<file path="config.mk">
export PLATFORM = sky130hd
export DESIGN_NAME = ffba_cell
export DESIGN_NICKNAME = d
export VERILOG_FILES = /design/src/rtl/ffba_pkg.sv /design/src/rtl/ffba_cell.sv
export SDC_FILE = /design/constraint.sdc
export NUM_CORES = 1
export LEC_CHECK = 0
export ABC_AREA = 1
export BUFFER_PORTS_ARGS = -buffer_cell sky130_fd_sc_hd__buf_2
export CORE_MARGIN = 2
export CORE_UTILIZATION = 61
export CTS_CLUSTER_SIZE = 25
export DETAILED_ROUTE_END_ITERATION = 12
export PLACE_DENSITY_LB_ADDON = 0.08
export RECOVER_POWER = 100
export SLEW_MARGIN = 20
export SYNTH_ARGS = -nofsm -noshare
export SYNTH_HDL_FRONTEND = slang
export SYNTH_SLANG_ARGS = --single-unit
</file>
<file path="constraint.sdc">
create_clock -name i_clk -period 4.9 [get_ports i_clk]
set_input_delay 0.49 -clock i_clk [delete_from_list [all_inputs] [get_ports i_clk]]
set_output_delay 0.49 -clock i_clk [all_outputs]
set_load 0.02 [all_outputs]
</file>
<file path="src/rtl/ffba_pkg.sv">
// Shared types, constants and codes of the first-fit block allocator.
package ffba_pkg;

    localparam int NCELL        = 64;
    localparam int GRP          = 8;
    localparam int NGRP         = NCELL / GRP;
    localparam int HEADER_BYTES = 16;
    localparam int ALIGN_BYTES  = 8;
    localparam int PAGE_SHIFT   = 12;
    localparam int MAX_PAGES    = 16;
    localparam logic [16:0] RESET_REGION = 17'd4096;
    localparam logic [15:0] RESET_SIZE   = 16'(RESET_REGION - 17'(HEADER_BYTES));

    localparam logic [1:0] REQ_ALLOC = 2'd0;
    localparam logic [1:0] REQ_FREE  = 2'd1;
    localparam logic [1:0] REQ_QUERY = 2'd2;
    // The last request code is served as a query.
    localparam logic [1:0] REQ_SPARE = 2'd3;

    typedef enum logic [1:0] {
        STS_OK       = 2'd0,
        STS_BAD_SIZE = 2'd1,
        STS_NO_FIT   = 2'd2,
        STS_BAD_ADDR = 2'd3
    } t_status;

    typedef enum logic [3:0] {
        OP_NONE,
        OP_INIT,
        OP_FIT,
        OP_ADDR,
        OP_SELECT,
        OP_SPLIT,
        OP_TAKE,
        OP_RELEASE,
        OP_MERGE_PREV
    } t_op;

    typedef enum logic [2:0] {
        ST_IDLE,
        ST_MATCH,
        ST_PREFIX,
        ST_SELECT,
        ST_GATHER,
        ST_APPLY,
        ST_MERGE,
        ST_DONE
    } t_state;

    typedef struct packed {
        logic [15:0] off;
        logic [15:0] size;
        logic        busy;
        logic        used;
    } t_ent;

    typedef struct packed {
        t_ent ent;
        logic hit;
        logic first;
    } t_cell_st;

    typedef struct packed {
        t_op         op;
        logic [16:0] val;
        logic        merge_next;
    } t_cmd;

endpackage

</file>
<file path="src/rtl/ffba_cell.sv">
// One table entry of the allocator chain with its neighbor handoff logic.
module ffba_cell (
    input  logic              i_clk,
    input  logic              i_rst_n,
    input  logic              i_head,
    input  ffba_pkg::t_cmd    i_cmd,
    input  logic              i_earlier,
    input  ffba_pkg::t_cell_st i_left,
    input  ffba_pkg::t_cell_st i_right,
    output ffba_pkg::t_cell_st o_st
);

    ffba_pkg::t_ent r_ent, n_ent;
    logic r_hit, n_hit, r_first, n_first, r_past, n_past;
    logic fit, ahit;

    assign fit  = r_ent.used && !r_ent.busy && ({1'b0, r_ent.size} >= i_cmd.val);
    assign ahit = r_ent.used &&
                  (({1'b0, r_ent.off} + 17'(ffba_pkg::HEADER_BYTES)) == i_cmd.val);

    always_comb begin
        n_ent   = r_ent;
        n_hit   = r_hit;
        n_first = r_first;
        n_past  = r_past;
        case (i_cmd.op)
            ffba_pkg::OP_INIT: begin
                n_ent.off  = '0;
                n_ent.size = i_cmd.val[15:0];
                n_ent.busy = 1'b0;
                n_ent.used = i_head;
            end
            ffba_pkg::OP_FIT:    n_hit = fit;
            ffba_pkg::OP_ADDR:   n_hit = ahit;
            ffba_pkg::OP_SELECT: begin
                n_first = r_hit && !i_earlier;
                n_past  = i_earlier;
            end
            ffba_pkg::OP_SPLIT: begin
                if (r_first) begin
                    n_ent.size = i_cmd.val[15:0];
                    n_ent.busy = 1'b1;
                end else if (i_left.first) begin
                    // The remainder of the split block lands in this cell.
                    n_ent.off  = i_left.ent.off + 16'(ffba_pkg::HEADER_BYTES)
                                 + i_cmd.val[15:0];
                    n_ent.size = i_left.ent.size - i_cmd.val[15:0]
                                 - 16'(ffba_pkg::HEADER_BYTES);
                    n_ent.busy = 1'b0;
                    n_ent.used = 1'b1;
                end else if (r_past) begin
                    n_ent = i_left.ent;
                end
            end
            ffba_pkg::OP_TAKE: begin
                if (r_first) n_ent.busy = 1'b1;
            end
            ffba_pkg::OP_RELEASE: begin
                if (r_first) begin
                    n_ent.busy = 1'b0;
                    if (i_cmd.merge_next) begin
                        n_ent.size = r_ent.size + i_right.ent.size
                                     + 16'(ffba_pkg::HEADER_BYTES);
                    end
                end else if (r_past && i_cmd.merge_next) begin
                    n_ent = i_right.ent;
                end
            end
            ffba_pkg::OP_MERGE_PREV: begin
                if (i_right.first) begin
                    n_ent.size = r_ent.size + i_right.ent.size
                                 + 16'(ffba_pkg::HEADER_BYTES);
                end else if (r_first || r_past) begin
                    n_ent = i_right.ent;
                end
            end
            default: ;
        endcase
    end

    always_ff @(posedge i_clk) begin
        if (!i_rst_n) begin
            r_ent.off  <= '0;
            r_ent.size <= ffba_pkg::RESET_SIZE;
            r_ent.busy <= 1'b0;
            r_ent.used <= i_head;
            r_hit      <= 1'b0;
            r_first    <= 1'b0;
            r_past     <= 1'b0;
        end else begin
            r_ent   <= n_ent;
            r_hit   <= n_hit;
            r_first <= n_first;
            r_past  <= n_past;
        end
    end

    assign o_st.ent   = r_ent;
    assign o_st.hit   = r_hit;
    assign o_st.first = r_first;

endmodule

</file>
### Word-level counts from Yosys, hierarchy flattened

Cells that the tools add are included.

| word-level totals | value |
|---|---|
| bits in registers | 37 |
| word-level logic and storage cells | 77 |
| bits of input ports | 98 |
| output and inout port bits | 36 |

| operators by class | value |
|---|---|
| $add $sub $neg | 7 |
| equal/unequal tests | 27 |
| order comparisons | 1 |
| multiplexer cells | 20 |
| reductions and logical operators | 15 |

Operators by type and width:

| cell | count |
|---|---|
| $mux W34 | 4 |
| $pmux W32 S4 | 1 |
| $mux W16 | 5 |
| $mux W17 | 2 |
| $add A16 B16 Y16 | 2 |
| $add A16 B5 Y16 const B | 2 |
| $ne A3 B3 Y1 const B | 9 |
| $add A16 B5 Y17 const B | 1 |
| $eq A17 B17 Y1 | 1 |
| $ge A16 B17 Y1 | 1 |
| $eq A4 B3 Y1 const B | 4 |
| $sub A16 B16 Y16 | 1 |
| $sub A16 B5 Y16 const B | 1 |
| $reduce_and A7 Y1 | 2 |
| $ne A2 B2 Y1 const B | 6 |
| $eq A4 B2 Y1 const B | 2 |
| $ne A4 B4 Y1 const B | 2 |
| $reduce_and A6 Y1 | 1 |
| $logic_and A1 B1 Y1 | 5 |
| $ne A5 B1 Y1 const B | 1 |
| $pmux W1 S5 | 1 |
| $reduce_and A5 Y1 | 1 |
| $reduce_bool A5 Y1 | 1 |
| $eq A4 B1 Y1 const B | 1 |
| other kinds (9) | 13 |

### Depth between registers and ports, before layout

| logic depth | value |
|---|---|
| depth in word-level cells | 6 |
| gate-level depth with buffers | 19 |
| mapped depth without buffers | 19 |

### Worst setup path after synthesis

No wires, ideal clock.

| timing | value |
|---|---|
| path type | input to register |
| start point | in i_cmd[2] (netlist bit) |
| end point | reg r_ent (netlist bit o_st[19]) |
| data required time | 4.791 ns |
| data arrival time | 2.415 ns |
| path slack | 2.377 ns |
| setup time | 0.109 ns |
| stages | 17 |
| buffers on the path | 0 |
| cell sequence | inv_1 -> ha_1 -> ha_1 -> inv_1 -> fa_1 -> inv_1 -> nand3_1 -> nand2_1 -> inv_1 -> o21ai_0 -> nand3b_1 -> nand2_1 -> nor2_1 -> o21ai_0 -> nand3_1 -> nand2_1 -> inv_1 |

| between the ends | value |
|---|---|
| cells in the longest elaborated chain, start to end | 5 |

Ends and longest elaborated chain:

| what | RTL line | text |
|---|---|---|
| start, declared | ffba_cell.sv:6 | `input ffba_pkg::t_cmd i_cmd,` |
| $sub A16 B16 Y16 | ffba_cell.sv:47 | `n_ent.size = i_left.ent.size - i_cmd.val[15:0]` |
| $sub A16 B5 Y16 | ffba_cell.sv:48 | `- 16'(ffba_pkg::HEADER_BYTES);` |
| $mux W34 | ffba_cell.sv:43 | `end else if (i_left.first) begin` |
| $mux W17 | ffba_cell.sv:40 | `if (r_first) begin` |
| $pmux W32 S4 | ffba_cell.sv:26 | `case (i_cmd.op)` |
| end signal, assigned | ffba_cell.sv:91 | `r_ent <= n_ent;` |
| end, declared | ffba_cell.sv:13 | `ffba_pkg::t_ent r_ent, n_ent;` |

Every way passes these cells.
A chain may end at the register's enable or synchronous reset.

### Worst setup path after layout

| timing | value |
|---|---|
| start point | in i_cmd[21] (netlist bit) |
| end point | reg r_ent (netlist bit o_st[17]) |

| between the ends | value |
|---|---|
| cells in the longest elaborated chain, start to end | 3 |
| elaborated cells between the ends (all ways) | 11 |
| those cells by class | 8 x eq/ne; 1 x mux; 2 x reduce/logical |

Ends and longest elaborated chain:

| what | RTL line |
|---|---|
| $eq A4 B3 Y1 (tied with other cells) | ffba_cell.sv:26 |
| $ne A4 B4 Y1 (no source line) (tied with other cells) | n/a |
| $reduce_and A5 Y1 (no source line) | n/a |

Parallel ways exist; a longest one is shown, timed or not.

==> results by group <==
Global route
  – Antenna violations before repair: 0
  – Remaining Overflow, GRT: 0
  – Total track usage: 34.3%
  – First-pass GRT wire length: just over 30000 µm
  – Vias in the first global route: about 6600
  – Largest net degree at the start of global routing: 35

Timing
  – Final hold vios: 0
  – Fmax: 295 MHz
  – Setup Skew: 0.00857 ns
  – Max_slew headroom: 8.59%
  – Tmin final: 3.38 ns
  – Post-Route Setup TNS: 0 ns
  – Final Cycle Share: 69.1%
  – Slew Viols, Final: 0
  – Worst-margin pin slew: 1.37 ns
  – RSZ-0062 raised after global routing: false
  – Final setup viols: 0

Clock network
  – # H-tree levels: 2
  – Clk sinks: 37
  – Cts hold-fix bufs: 0
  – CTS Buffer Depth: 2
  – Clock latency on the worst-skew pair: around 0.29 ns
  – Clock Pin Slew Worst Setup and Hold Paths: 0.08 ns
  – CTS tree: done
  – Post-CTS sizing: 0
  – Cts bufs inserted: 5
  – Setup bufs post-CTS: 0
  – Root Driver: clkbuf_8

Yosys
  – Post-synthesis area per instance: 6.16 µm²
  – Synth Instances: 1011
  – Synth Warn #: 0
  – FF+latch count, synth: 37
  – Post-synth ARST share: 0%
  – Synth Flop Type: dfxtp_1
  – Post-synthesis sequential area ratio: 12.1%
  – Synth cell types: 49
  – Mapped Nets: 1216
  – EDFF count, synth: 1
  – Mapped Area: 6230 µm²

Die
  – Die X: approximately 110 µm
  – Total die area: 11000 µm²
  – Core Box Area: 9820 µm²
  – Die height: 105 µm
  – Num rows: 36
  – # IOs: 134
  – Initial Util: 63.4%

Critical path
  – Worst r2r dst: o_st[23]$_SDFFE_PN0P_
  – Highest-delay cell along the critical path: nor2_1
  – Crit-path cells: clkbuf_1, inv_1, nand2_1, nor2_1, nand2_1, o21ai_0, nand2_1, nand4_1, nor2_1, nand2_1, a21oi_1, nor2_1
  – Top delay family on crit path: simple AND/OR/NAND/NOR gates
  – Required time worst endpoint: 5.14 ns
  – Crit start category: primary input
  – Cell mode on critical path: nand2_1
  – Buffers & Inverters on Critical Path: 2
  – Crit Path Class: in -> reg
  – Critical path's largest stage delay: just over 0.9 ns
  – Worst flop-to-flop path startpoint: r_first$_SDFFE_PN0N_
  – Reg2reg setup slack: 1.72 ns
  – Critical path peak fanout: 16
  – CP Data Arrival Time: 3.62 ns
  – Worst Reg2Reg Path Length in Cells: 8
  – CP Capture Type: flop

Drt
  – DRC: 0
  – DR iter-0 viols: 468
  – DR WL/cell: about 15 µm
  – First-pass DRT Iterations: 5
  – Aggregate routed wire length: 18700 µm
  – Via/cell ratio: 5.59
  – Routed Antenna Nets: 0
  – Routed vias: 7056

Worst hold path
  – Hold path depth: 5
  – Sink of the worst hold path: o_st[34]$_SDFFE_PN0P_
  – Worst hold start: i_right[34]
  – Hold Path Class: in -> reg

Place
  – PortBufs: 131
  – Dpl hpwl: 15400 µm
  – Placed Area: roughly 6900 µm²
  – RD Place Congestion: 1.02

Final layout
  – Final Cell Area: ~7000 µm²
  – Layout cell share with drive strength beyond 1: 10.1%
  – Area Overhead vs Synth: 11.0%
  – Finished Core Util: about 70%
  – FILL cells: 994
  – Inserted Diodes: 0
  – Final net count: about 1300

Outcome
  – Run status: finished, final reports clean

Run
  – Number of max-cap violations: 0

Pwr
  – Leak pwr: between 3 and 4 nW
  – Power per cell area: 180 nW/µm²
  – Maximum vdd drop: slightly above 0.00009 V
## sequential cells by signal, summed over array words and instances, names as in the netlist
| name | cells |
|---|---|
| r_first | 1 |
| o_st | 34 |
| r_past | 1 |
| r_hit | 1 |
## cell usage after synthesis (8+ instances only)
| cell type | n | area, µm² |
|---|---|---|
| xnor2_1 | 12 | 105 |
| nand3_1 | 64 | 320 |
| nand2_1 | 237 | 890 |
| nand4_1 | 14 | 87.6 |
| ha_1 | 104 | 1300 |
| nor2_1 | 90 | 338 |
| xor2_1 | 19 | 166 |
| o211ai_1 | 11 | 82.6 |
| o21ai_0 | 64 | 320 |
| a21oi_1 | 97 | 485 |
| o21bai_1 | 8 | 60.1 |
| dfxtp_1 | 36 | 721 |
| inv_1 | 153 | 574 |
| clkbuf_1 | 11 | 41.3 |
## worst max path at each step
stage / endpoint / from / cells past startpoint / slack (ns)
floorplan: o_st[19]$_SDFFE_PN0P_ / i_cmd[2] / 17 / 2.38
global placement: o_st[19]$_SDFFE_PN0P_ / i_cmd[2] / 18 / 1.73
detailed placement: o_st[19]$_SDFFE_PN0P_ / i_cmd[2] / 18 / 1.71
CTS: o_st[19]$_SDFFE_PN0P_ / i_cmd[2] / 18 / 2.02
global route: o_st[17]$_SDFFE_PN0P_ / i_cmd[21] / 12 / 1.32
finish: o_st[17]$_SDFFE_PN0P_ / i_cmd[21] / 12 / 1.52
## through the flow
stage	worst slack, ns	std cells	hold slack, ns	power [mW]
3_3_place_gp	1.73	1254	0.480	1.02
2_1_floorplan	2.38	1011	0.457	0.838
6_report	1.52	1262	0.483	1.25
4_1_cts	2.02	1262	0.480	1.24
3_5_place_dp	1.71	1254	0.485	1.03
5_1_grt	1.32	1262	0.505	1.35
## cell families after synthesis
kind of cell    share of synthesized area (%)
compound gates                           20.1
fa+ha+maj                                21.9
flops                                    12.1
simple gates                             29.9
buf+inv                                  11.7
xor+xnor                                 4.36
## final cells by class
cell class              count  area [µm²]  share of cell area (%)
clock buffers               8        80.1                    1.16
inverters                 160         601                    8.69
multi-input cells         792        4700                    68.0
flip-flops and latches     37         751                    10.9
well taps                 133         166                    2.41
repair buffers            132         616                    8.90
## worst register-to-register path, delay by kind of cell (launching register included)
kind	cells	cell delay [ns]
AOI/OAI and AO/OA	1	0.26
buffers and inverters	3	0.92
DFF	1	0.52
and+or+nand+nor	4	1.41
## where the power goes
| part | internal (mW) | switching, mW | leakage, nW | total (mW) |
|---|---|---|---|---|
| logic | 0.255 | 0.438 | 3.34 | 0.693 |
| clock network | 0.101 | 0.115 | 0.0395 | 0.217 |
| registers | 0.318 | 0.0185 | 0.304 | 0.336 |
| total | 0.674 | 0.572 | 3.69 | 1.25 |
## per-layer routing
layer | global-route usage (%) | routed length (µm)
met5 | 0 | 0
met4 | 16.3 | 877
met2 | 56.6 | 8330
met3 | 3.81 | 1230
met1 | 44.6 | 8270
## layout by cell type (no fill, tap or decap), types with 7 or more instances in the layout
cell type / Yosys / layout
nand4_1: 14 / 16
inv_1: 153 / 156
nor3_1: 7 / 7
xnor2_1: 12 / 12
a22oi_1: 7 / 7
dfxtp_1: 36 / 36
nand2_1: 237 / 240
buf_2: 2 / 93
ha_1: 104 / 104
nor2_1: 90 / 93
o21bai_1: 8 / 8
clkbuf_1: 11 / 41
nand3_1: 64 / 64
o21ai_0: 64 / 65
o211ai_1: 11 / 11
xor2_1: 19 / 19
a21oi_1: 97 / 98
Note: power is estimated with default switching activity, not from simulation.
